--- src/sv/fpba_pkg.sv ---
// Shared types and codes of the fit-policy block allocator.
`timescale 1ns / 1ps
package fpba_pkg;

    localparam int NUM_BLOCKS_DEF = 16;
    localparam int SIZE_BITS_DEF  = 16;

    localparam int CFG_IDX_W  = 2;
    localparam int CFG_DATA_W = 5;

    localparam logic [CFG_IDX_W-1:0] CFG_POLICY = 2'd0;
    localparam logic [CFG_IDX_W-1:0] CFG_BLOCKS = 2'd1;

    localparam logic [1:0] POL_FIRST = 2'd0;
    localparam logic [1:0] POL_BEST  = 2'd1;
    localparam logic [1:0] POL_WORST = 2'd2;

    localparam logic FUNC_LOAD  = 1'b0;
    localparam logic FUNC_ALLOC = 1'b1;

    localparam logic [4:0] BLOCKS_RST = 5'd16;

    typedef struct packed {
        logic        func;
        logic [3:0]  block_index;
        logic [15:0] block_size;
        logic [15:0] request_size;
    } t_in_item;

    typedef struct packed {
        logic       granted;
        logic [3:0] chosen_block;
    } t_out_item;

    typedef struct packed {
        logic [1:0] policy;
        logic [4:0] blocks_in_use;
    } t_cfg;

endpackage

--- src/sv/fpba_core.sv ---
// Size table, scan sequencer and shared compare unit of the allocator.
`timescale 1ns / 1ps
module fpba_core
    import fpba_pkg::*;
#(
    parameter int NUM_BLOCKS = NUM_BLOCKS_DEF,
    parameter int SIZE_BITS  = SIZE_BITS_DEF
) (
    input  logic      i_clk,
    input  logic      i_rst_n,
    input  t_cfg      i_cfg,
    input  logic      i_start,
    input  t_in_item  i_item,
    output logic      o_idle,
    output logic      o_res_vld,
    input  logic      i_res_rdy,
    output t_out_item o_res
);

    localparam int IDX_W = (NUM_BLOCKS > 1) ? $clog2(NUM_BLOCKS) : 1;
    localparam int CNT_W = $clog2(NUM_BLOCKS + 1);

    localparam logic [1:0] S_IDLE  = 2'd0;
    localparam logic [1:0] S_SCAN  = 2'd1;
    localparam logic [1:0] S_WRITE = 2'd2;

    logic [SIZE_BITS-1:0] r_mem [NUM_BLOCKS];

    logic [1:0]           r_state, n_state;
    logic [CNT_W-1:0]     r_addr, n_addr;
    logic [CNT_W-1:0]     r_scan_len;
    logic [SIZE_BITS-1:0] r_req;
    logic [1:0]           r_policy;
    logic                 r_rd_vld, n_rd_vld;
    logic [IDX_W-1:0]     r_rd_idx;
    logic [SIZE_BITS-1:0] r_rd_data;
    logic                 r_found, n_found;
    logic [IDX_W-1:0]     r_pick, n_pick;
    logic [SIZE_BITS-1:0] r_best, n_best;

    logic [31:0]          blk_ext;
    logic [31:0]          bsize_ext;
    logic [31:0]          req_ext;
    logic [31:0]          pick_ext;
    logic [CNT_W-1:0]     scan_len;
    logic                 start_alloc;
    logic                 rd_en;
    logic                 wr_en;
    logic [IDX_W-1:0]     wr_addr;
    logic [SIZE_BITS-1:0] wr_data;
    logic                 fits;
    logic                 take;

    assign blk_ext   = 32'(i_item.block_index);
    assign bsize_ext = 32'(i_item.block_size);
    assign req_ext   = 32'(i_item.request_size);
    assign pick_ext  = 32'(r_pick);

    assign start_alloc = i_start && (i_item.func == FUNC_ALLOC);

    // Clamp the scan length to the table depth.
    always_comb begin
        if (32'(i_cfg.blocks_in_use) > NUM_BLOCKS) begin
            scan_len = CNT_W'(NUM_BLOCKS);
        end else begin
            scan_len = CNT_W'(i_cfg.blocks_in_use);
        end
    end

    // Shared compare unit: fit test against the request, rank against the pick.
    always_comb begin
        fits = (r_rd_data >= r_req);
        take = 1'b0;
        if (fits) begin
            if (!r_found) begin
                take = 1'b1;
            end else if (r_policy == POL_BEST) begin
                take = (r_rd_data < r_best);
            end else if (r_policy == POL_WORST) begin
                take = (r_rd_data > r_best);
            end
        end
    end

    always_comb begin
        n_state  = r_state;
        n_addr   = r_addr;
        n_found  = r_found;
        n_pick   = r_pick;
        n_best   = r_best;
        n_rd_vld = 1'b0;
        rd_en    = 1'b0;
        case (r_state)
            S_IDLE: begin
                if (start_alloc) begin
                    n_state = S_SCAN;
                    n_addr  = '0;
                    n_found = 1'b0;
                end
            end
            S_SCAN: begin
                if (r_addr != r_scan_len) begin
                    rd_en    = 1'b1;
                    n_rd_vld = 1'b1;
                    n_addr   = r_addr + 1'b1;
                end else begin
                    // Last compare happens this cycle.
                    n_state = S_WRITE;
                end
                if (r_rd_vld && take) begin
                    n_found = 1'b1;
                    n_pick  = r_rd_idx;
                    n_best  = r_rd_data;
                end
            end
            S_WRITE: begin
                if (i_res_rdy) begin
                    n_state = S_IDLE;
                end
            end
            default: begin
                n_state = S_IDLE;
            end
        endcase
    end

    // Table writes: a load while idle, or the remainder of a granted request.
    always_comb begin
        if (r_state == S_WRITE) begin
            wr_en   = i_res_rdy && r_found;
            wr_addr = r_pick;
            wr_data = r_best - r_req;
        end else begin
            wr_en   = i_start && (i_item.func == FUNC_LOAD) && (blk_ext < NUM_BLOCKS);
            wr_addr = blk_ext[IDX_W-1:0];
            wr_data = bsize_ext[SIZE_BITS-1:0];
        end
    end

    always_ff @(posedge i_clk) begin
        if (wr_en) begin
            r_mem[wr_addr] <= wr_data;
        end
        if (rd_en) begin
            r_rd_data <= r_mem[r_addr[IDX_W-1:0]];
        end
    end

    always_ff @(posedge i_clk) begin
        if (!i_rst_n) begin
            r_state  <= S_IDLE;
            r_rd_vld <= 1'b0;
            r_found  <= 1'b0;
        end else begin
            r_state  <= n_state;
            r_rd_vld <= n_rd_vld;
            r_found  <= n_found;
        end
    end

    always_ff @(posedge i_clk) begin
        r_addr   <= n_addr;
        r_pick   <= n_pick;
        r_best   <= n_best;
        r_rd_idx <= r_addr[IDX_W-1:0];
        if (start_alloc) begin
            r_scan_len <= scan_len;
            r_req      <= req_ext[SIZE_BITS-1:0];
            r_policy   <= i_cfg.policy;
        end
    end

    assign o_idle    = (r_state == S_IDLE);
    assign o_res_vld = (r_state == S_WRITE);

    always_comb begin
        o_res.granted      = r_found;
        o_res.chosen_block = r_found ? pick_ext[3:0] : 4'd0;
    end

endmodule

--- src/sv/fit_policy_block_allocator_unit.sv ---
// Top level of the fit-policy block allocator: config registers and result register.
//
//  channel  direction  handshake                  payload
//  in       input      i_in_valid / o_in_ready    i_in_item  (t_in_item)
//  out      output     o_out_valid / i_out_ready  o_out_item (t_out_item)
//  cfg      input      i_cfg_we                   i_cfg_idx, i_cfg_data
//
// A load item leaves the core idle; ready stays high behind it.
// A request scans min(blocks_in_use, NUM_BLOCKS) table entries between accept and result,
// reading the size table one entry per cycle through its single port.
// Reset clears the policy to first fit and blocks_in_use to 16; the table is not cleared.
// A waiting result stalls only the write-back cycle of the next request.
`timescale 1ns / 1ps
module fit_policy_block_allocator_unit
    import fpba_pkg::*;
#(
    parameter int NUM_BLOCKS = NUM_BLOCKS_DEF,
    parameter int SIZE_BITS  = SIZE_BITS_DEF
) (
    input  logic                  i_clk,
    input  logic                  i_rst_n,
    input  logic                  i_cfg_we,
    input  logic [CFG_IDX_W-1:0]  i_cfg_idx,
    input  logic [CFG_DATA_W-1:0] i_cfg_data,
    input  logic                  i_in_valid,
    output logic                  o_in_ready,
    input  t_in_item              i_in_item,
    output logic                  o_out_valid,
    input  logic                  i_out_ready,
    output t_out_item             o_out_item
);

    t_cfg      r_cfg;
    logic      r_out_vld;
    t_out_item r_out_item;

    logic      core_idle;
    logic      res_vld;
    logic      res_rdy;
    t_out_item res;

    always_ff @(posedge i_clk) begin
        if (!i_rst_n) begin
            r_cfg.policy        <= POL_FIRST;
            r_cfg.blocks_in_use <= BLOCKS_RST;
        end else if (i_cfg_we) begin
            case (i_cfg_idx)
                CFG_POLICY: r_cfg.policy        <= i_cfg_data[1:0];
                CFG_BLOCKS: r_cfg.blocks_in_use <= i_cfg_data[4:0];
                default:    ;
            endcase
        end
    end

    fpba_core #(
        .NUM_BLOCKS (NUM_BLOCKS),
        .SIZE_BITS  (SIZE_BITS)
    ) u_core (
        .i_clk     (i_clk),
        .i_rst_n   (i_rst_n),
        .i_cfg     (r_cfg),
        .i_start   (i_in_valid && o_in_ready),
        .i_item    (i_in_item),
        .o_idle    (core_idle),
        .o_res_vld (res_vld),
        .i_res_rdy (res_rdy),
        .o_res     (res)
    );

    // Hold the result until taken; refill in the cycle it drains.
    assign res_rdy = !r_out_vld || i_out_ready;

    always_ff @(posedge i_clk) begin
        if (!i_rst_n) begin
            r_out_vld <= 1'b0;
        end else if (res_rdy) begin
            r_out_vld <= res_vld;
        end
    end

    always_ff @(posedge i_clk) begin
        if (res_rdy && res_vld) begin
            r_out_item <= res;
        end
    end

    assign o_in_ready  = core_idle;
    assign o_out_valid = r_out_vld;
    assign o_out_item  = r_out_item;

`ifndef SYNTHESIS
    a_alloc_busy: assert property (@(posedge i_clk) disable iff (!i_rst_n)
        (i_in_valid && o_in_ready && i_in_item.func == FUNC_ALLOC) |=> !o_in_ready)
        else $error("request accepted but core still ready");

    a_load_idle: assert property (@(posedge i_clk) disable iff (!i_rst_n)
        (i_in_valid && o_in_ready && i_in_item.func == FUNC_LOAD) |=> o_in_ready)
        else $error("load item left the core busy");

    a_no_grant_zero: assert property (@(posedge i_clk) disable iff (!i_rst_n)
        (o_out_valid && !o_out_item.granted) |-> (o_out_item.chosen_block == 4'd0))
        else $error("withheld grant carries a block index");
`endif

endmodule
--- config.mk ---
export PLATFORM = sky130hd
export DESIGN_NAME = fit_policy_block_allocator_unit
export DESIGN_NICKNAME = d
export VERILOG_FILES = /design/src/sv/fpba_pkg.sv /design/src/sv/fpba_core.sv /design/src/sv/fit_policy_block_allocator_unit.sv
export SDC_FILE = /design/constraint.sdc
export NUM_CORES = 1
export LEC_CHECK = 0
export BUFFER_PORTS_ARGS = -buffer_cell sky130_fd_sc_hd__buf_2
export CORE_MARGIN = 1.5
export CORE_UTILIZATION = 56
export DETAILED_ROUTE_END_ITERATION = 10
export GPL_ROUTABILITY_DRIVEN = 0
export PLACE_DENSITY = 0.76
export SLEW_MARGIN = 0
export SYNTH_ARGS = -nofsm -noshare
export SYNTH_HDL_FRONTEND = slang
export SYNTH_SLANG_ARGS = --single-unit
--- constraint.sdc ---
create_clock -name i_clk -period 2.7 [get_ports i_clk]
set_input_delay 0.135 -clock i_clk [delete_from_list [all_inputs] [get_ports i_clk]]
set_output_delay 0.135 -clock i_clk [all_outputs]
set_load 0.005 [all_outputs]
# Yosys cells after proc, flatten, opt, wreduce, memory -nomap -nowiden
# Memory sizes are Yosys's and may differ from the RTL's. A register that Yosys moved wholly into a read port is not among the register bits.
# Cells that the tools add are included.
# classes
n_lt_le_gt_ge	5
div_mod_pow	0
n_shift	0
n_mul	0
n_bitwise	1
addsub	2
n_eq_ne	11
muxes	21
reduce_logical	18
# op_table
operator	n
>= comparator 16 bit	1
> comparator 16 bit	1
< comparator 16 bit	1
2-to-1 mux 16 bit	1
subtractor 16 bit	1
2-to-1 mux 1 bit	11
2-to-1 mux 5 bit	2
one-hot mux 5 bit (2 select lines)	1
AND reduction 3 bit	3
!= test 2 x 1 -> 1 bit, second input constant	4
logical AND 1 bit	7
equality test 2 x 1 -> 1 bit, second input constant	3
2-to-1 mux 2 bit	3
one-hot mux 2 bit (3 select lines)	1
AND reduction 2 bit	3
adder 5 x 1 -> 5 bit, second input constant	1
> comparator 5 bit, second input constant	1
< comparator 4 x 5 -> 1 bit, second input constant	1
!= test 5 bit	1
equality test 2 bit, second input constant	2
logical NOT 2 bit	2
2-to-1 mux 4 bit	1
!= test 2 bit, second input constant	1
one-hot mux 1 bit (2 select lines)	1
other kinds (4)	4
# word_totals
in_bits	49
romBits	0
reg_bits	69
ram_bits	256
n_memories	1
output_inout_bits	7
latchBits	0
# mem_list
name	depth	word_bits	rd	rd_ports_with_merged_regs	write_ports	line	rtl
u_core.r_mem	16	16	1	1	1	fpba_core.sv:27	logic [SIZE_BITS-1:0] r_mem [NUM_BLOCKS];

# Longest topological paths before layout
# depth
depth_word	8
mapped_depth	9
mapped_depth_nobuf	9

# Cells and area by module
# Synthesis repeated with hierarchy kept, for this count alone.
# unflattened
cells_unflattened	810
area_unflattened_um2	14412.6
# by_module_without_submodules
module	cells_each	seq_area_each_um2	area_each_um2	instances
fpba_core	769	9769.4	13912.1	1
fit_policy_block_allocator_unit	41	310.3	500.5	1

# Least setup slack after synthesis
# No wires, ideal clock.
# synth_timing
path_kind	register to register
from	reg u_core.r_best[1]
to	reg u_core.r_best[0], enable pin
t_required_ps	2296
arrival_time_ps	2529
period_less_slack_ps	2932
path_stages_with_launch	9
slack_ps	-232
cell_sequence	edfxtp_1 -> inv_1 -> ha_1 -> nor2b_1 -> o211ai_1 -> a21boi_0 -> nor4b_1 -> mux2i_1 -> a21oi_1
# synth_between
elab_chain_len	7
# synth_rtl
element	line	rtl
start: declaration	fpba_core.sv:39	logic [SIZE_BITS-1:0] r_best, n_best;
start signal: assignment	fpba_core.sv:164	r_best <= n_best;
> comparator 16 bit	fpba_core.sv:80	take = (r_rd_data > r_best);
2-to-1 mux 1 bit	fpba_core.sv:79	end else if (r_policy == POL_WORST) begin
2-to-1 mux 1 bit (*)	fpba_core.sv:77	end else if (r_policy == POL_BEST) begin
2-to-1 mux 1 bit (*)	fpba_core.sv:75	if (!r_found) begin
2-to-1 mux 1 bit (*)	fpba_core.sv:74	if (fits) begin
logical AND 1 bit (*)	fpba_core.sv:110	if (r_rd_vld && take) begin
AND reduction 2 bit (no line) (*)	n/a	
# Every way passes the cells marked *; elsewhere a longest branch is shown, timed or not.
# A chain may end at the register's enable or synchronous reset.

# Final worst setup path
# layout_timing
from	reg u_core.r_req[0]
to	mem u_core.r_mem[3][12] (netlist bit) (data pin)
# layout_between
elab_chain_len	2
# layout_rtl
element	line	rtl
start: declaration	fpba_core.sv:32	logic [SIZE_BITS-1:0] r_req;
start signal: assignment	fpba_core.sv:168	r_req <= req_ext[SIZE_BITS-1:0];
subtractor 16 bit	fpba_core.sv:132	wr_data = r_best - r_req;
2-to-1 mux 16 bit	fpba_core.sv:129	if (r_state == S_WRITE) begin
named net u_core.wr_data[12]	fpba_core.sv:50	logic [SIZE_BITS-1:0] wr_data;
end: declaration	fpba_core.sv:27	
# The timed path passes the listed nets, and every way through them passes these cells.

==> results.md <==
* Total CTS buffers at 35
* Status: complete, no violations
* Fmax at between 300 and 400 MHz
* CP Data Arrival Time at roughly 2.9 ns
* Worst Hold End: r_cfg[5]
* Post-Route WL at 32.8 mm
* Setup Skew at 0.0110 ns
* IO Count at 56
* Sink Count at 341
* Required time worst endpoint at 3.07 ns
* Sequential-to-total area share from yosys stat at 0.703
* Final hold vios at 0
* Share of cells above drive strength 1 at 0.277
* Power Total at approximately 12 mW
* Top_reg_cell synth: edfxtp_1
* Final TNS setup at 0 ns
* Grt ovf at 0
* Final Cell Area at 0.0169 sq mm
* Met2 GRT Util at 0.436
* Combinational share of power at 0.087
* Area Growth Syn to Fin at 17.9%
* Async SR Flop Fraction at 0
* # Max-Cap Violations at 0
* Final Critical Period at 2.57 ns
* Initial core utilization at 0.569
* Vias in the first global route at 8195
* Reg-to-Reg Start: u_core.r_req[0]
* Met3 usage at 0.0433
* Row count at 58
* Dpl cell area at 0.0155 sq mm
* Antenna diodes at 0
* Switching Fraction at 0.211
* Crit start category: flip-flop
* Most frequent cells in the layout: 325 x edfxtp_1, 80 x mux4_2, 55 x buf_2
* Post-synth EDFFs at 325
* Peak VDD IR at slightly above 700 uV
* Pin count of the biggest net entering global routing at 28
* Critical Path Fanout Max at 16
* Kind of critical path: reg2reg
* DP Wirelength at 19.2 mm
* Post-Syn Area per Cell at 18.0 sq um
* Hold Crit Start: i_cfg_idx[1]
* Final net count at 1044
* CP Cell Sequence: ha_1, fa_2, nor2b_2, o31a_1, o21ai_1, o221a_2, or4_1, nand3_2, buf_12
* Clk pwr share at 0.400
* Max clock buf depth at 3
* Flop-to-flop setup slack at 0.13 ns
* Die area at 0.0266 sq mm
* CP max stage cell: or4_1
* # port buffers at 55
* FF-to-FF path depth at 9
* H-tree depth at 2
* Crit path largest cell delay at 0.42 ns
* FF-to-FF End: u_core.r_mem[3][12]
* Final cycle utilization of the critical path at 0.952
* First-pass GRT wire length at 49.2 mm
* Antenna-violating nets left at 0
* Syn nets at 893
* Placed cell count at ~1200
* Syn Inst Count at 795
* Post-Layout Cell Count at 1299
* Drt pass-1 iters at 5
* Clock-pin transition on the worst setup and hold timing paths at 0.06 ns
* Reg power frac at 0.513
* GRT Max-Usage Layer: met2
* Crit path capture type: flip-flop
* Met1 Use GR at 0.343
* YS warnings at 0
* GRT Total Usage at 0.259
* Area of the core at 0.0252 sq mm
* Worst hold slack at 0.0505 ns
* Net Sw Power at 2.47 mW
* Slew headroom at 0.548
* DRC at 0
* Clock Root Buffer: clkbuf_16
* # setup viols final at 0
* Int Pwr at 9.22 mW
* Fin. max-slew vios at 0
* Leak at 5.99 nW
* Vias at 7879
* Die X at 163 microns
* Post-CTS Setup Bufs at 0
* Power Density at 692 mW/mm^2
* Avg WL per Cell at between 20 and 30 microns
* Vias per inst at 6.07
* Post-synthesis cell type count at 54
* Initial DRC Count at 852
* Worst-skew pair later-pin latency at approximately 0.51 ns
* HP Class: in2reg
* CTS tree: done
* Worst-Margin Slew at 0.678 ns
* Worst hold stages at 4
* Post-Syn Area at 0.0143 sq mm
* Initial antenna violation count at 0
* Die Y at roughly 160 microns
* Commonest non-fill, non-tap cell in the layout: edfxtp_1
* Synthesized flop and latch total at ~340
* RSZ-0062 raised after global routing: no
cells in the mapped netlist (all sizes together) (6+ instances only):
master    n  area, sq um
ha       48          601
nand2b   11         68.8
and2      9         56.3
a21oi    25          125
mux4     80         1800
nor2b    15         93.8
nor2     30          113
buf      17          106
nand4     8         50.1
mux2i     9         90.1
xnor2     7         61.3
nand3    10         50.1
clkbuf   10         38.8
nand2    35          131
a21o     11         82.6
a31oi     9         56.3
edfxtp  325         9760
o21ai    22          110
xor2     11         96.3
inv      38          143
nor3b     6         45.0
dfxtp    16          320
area by class of cell:
class                   instances  area, sq um
flip-flops and latches        341        10100
fillers                      1589         8280
multi-input cells             389         4050
repair buffers                141         1100
clock buffers                  50         1020
well taps                     330          413
inverters                      38          143
clock inverters                10         97.6
metal layers:
layer  part of all wire  up-vias
met5                  0        -
met4              0.027        0
li1                   -     3464
met2               0.51      351
met3              0.072       63
met1               0.39     4001
timing repair:
item | CTS | global route
hold endpoints to repair | 28 | 0
hold buffers | 28 | 0
endpoints found under the setup margin | 32 | 84
gates resized for setup | 3 | 5
how the worst max path moves through the flow:
stage | endpoint | start | slack (ns)
detailed placement | u_core.r_mem[11][10] | u_core.r_req[0] | -0.40
floorplan | u_core.r_mem[0][8] | u_core.r_req[0] | 0.1
global route | u_core.r_best[9] | u_core.r_best[1] | 0.02
CTS | u_core.r_mem[3][12] | u_core.r_req[0] | 0.03
global placement | u_core.r_mem[4][10] | u_core.r_req[0] | -0.21
finish | u_core.r_mem[3][12] | u_core.r_req[0] | 0.13
cell families (layout without fill, tap and decap cells):
logic type      Yosys count  in the layout  synth area share
fa+ha+maj                49             49            0.0433
simple gates            143            143            0.0512
flops                   341            341             0.703
mux                      89             89             0.132
xor+xnor                 18             18            0.0110
buf+inv                  65            239            0.0201
compound gates           90             90            0.0392
critical path, delay by kind of cell, from the launching register on:
| kind | cells | cell delay, ns |
|---|---|---|
| fa+ha+maj | 2 | 0.61 |
| flops | 1 | 0.41 |
| simple gates | 3 | 0.68 |
| compound gates | 3 | 0.60 |
| buf+inv | 1 | 0.14 |
state kept, by name (all words and copies together), names as in the netlist, 4 cells and up:
register / cells
u_core.r_mem: 256
u_core.r_best: 16
u_core.r_rd_data: 16
u_core.r_req: 16
r_cfg: 7
o_out_item: 5
u_core.r_addr: 5
u_core.r_scan_len: 5
u_core.r_pick: 4
u_core.r_rd_idx: 4
power by group through the flow:
stage | clock network [mW] | registers, mW | logic (mW)
finish | 4.68 | 6.00 | 1.02
global route | 4.94 | 6.00 | 1.10
CTS | 4.74 | 6.00 | 1.02
detailed placement | 0 | 6.10 | 0.970
global placement | 0 | 6.10 | 0.953
floorplan | 0 | 6.08 | 0.633
per-stage QoR:
step / util / worst slack (ns)
after floorplan: - / 0.0976
after global placement: 0.615 / -0.212
final: 0.671 / 0.129
after global routing: 0.671 / 0.0218
after detailed placement: 0.615 / -0.400
after CTS: 0.671 / 0.0284
Note: power is estimated with default switching activity, not from simulation.
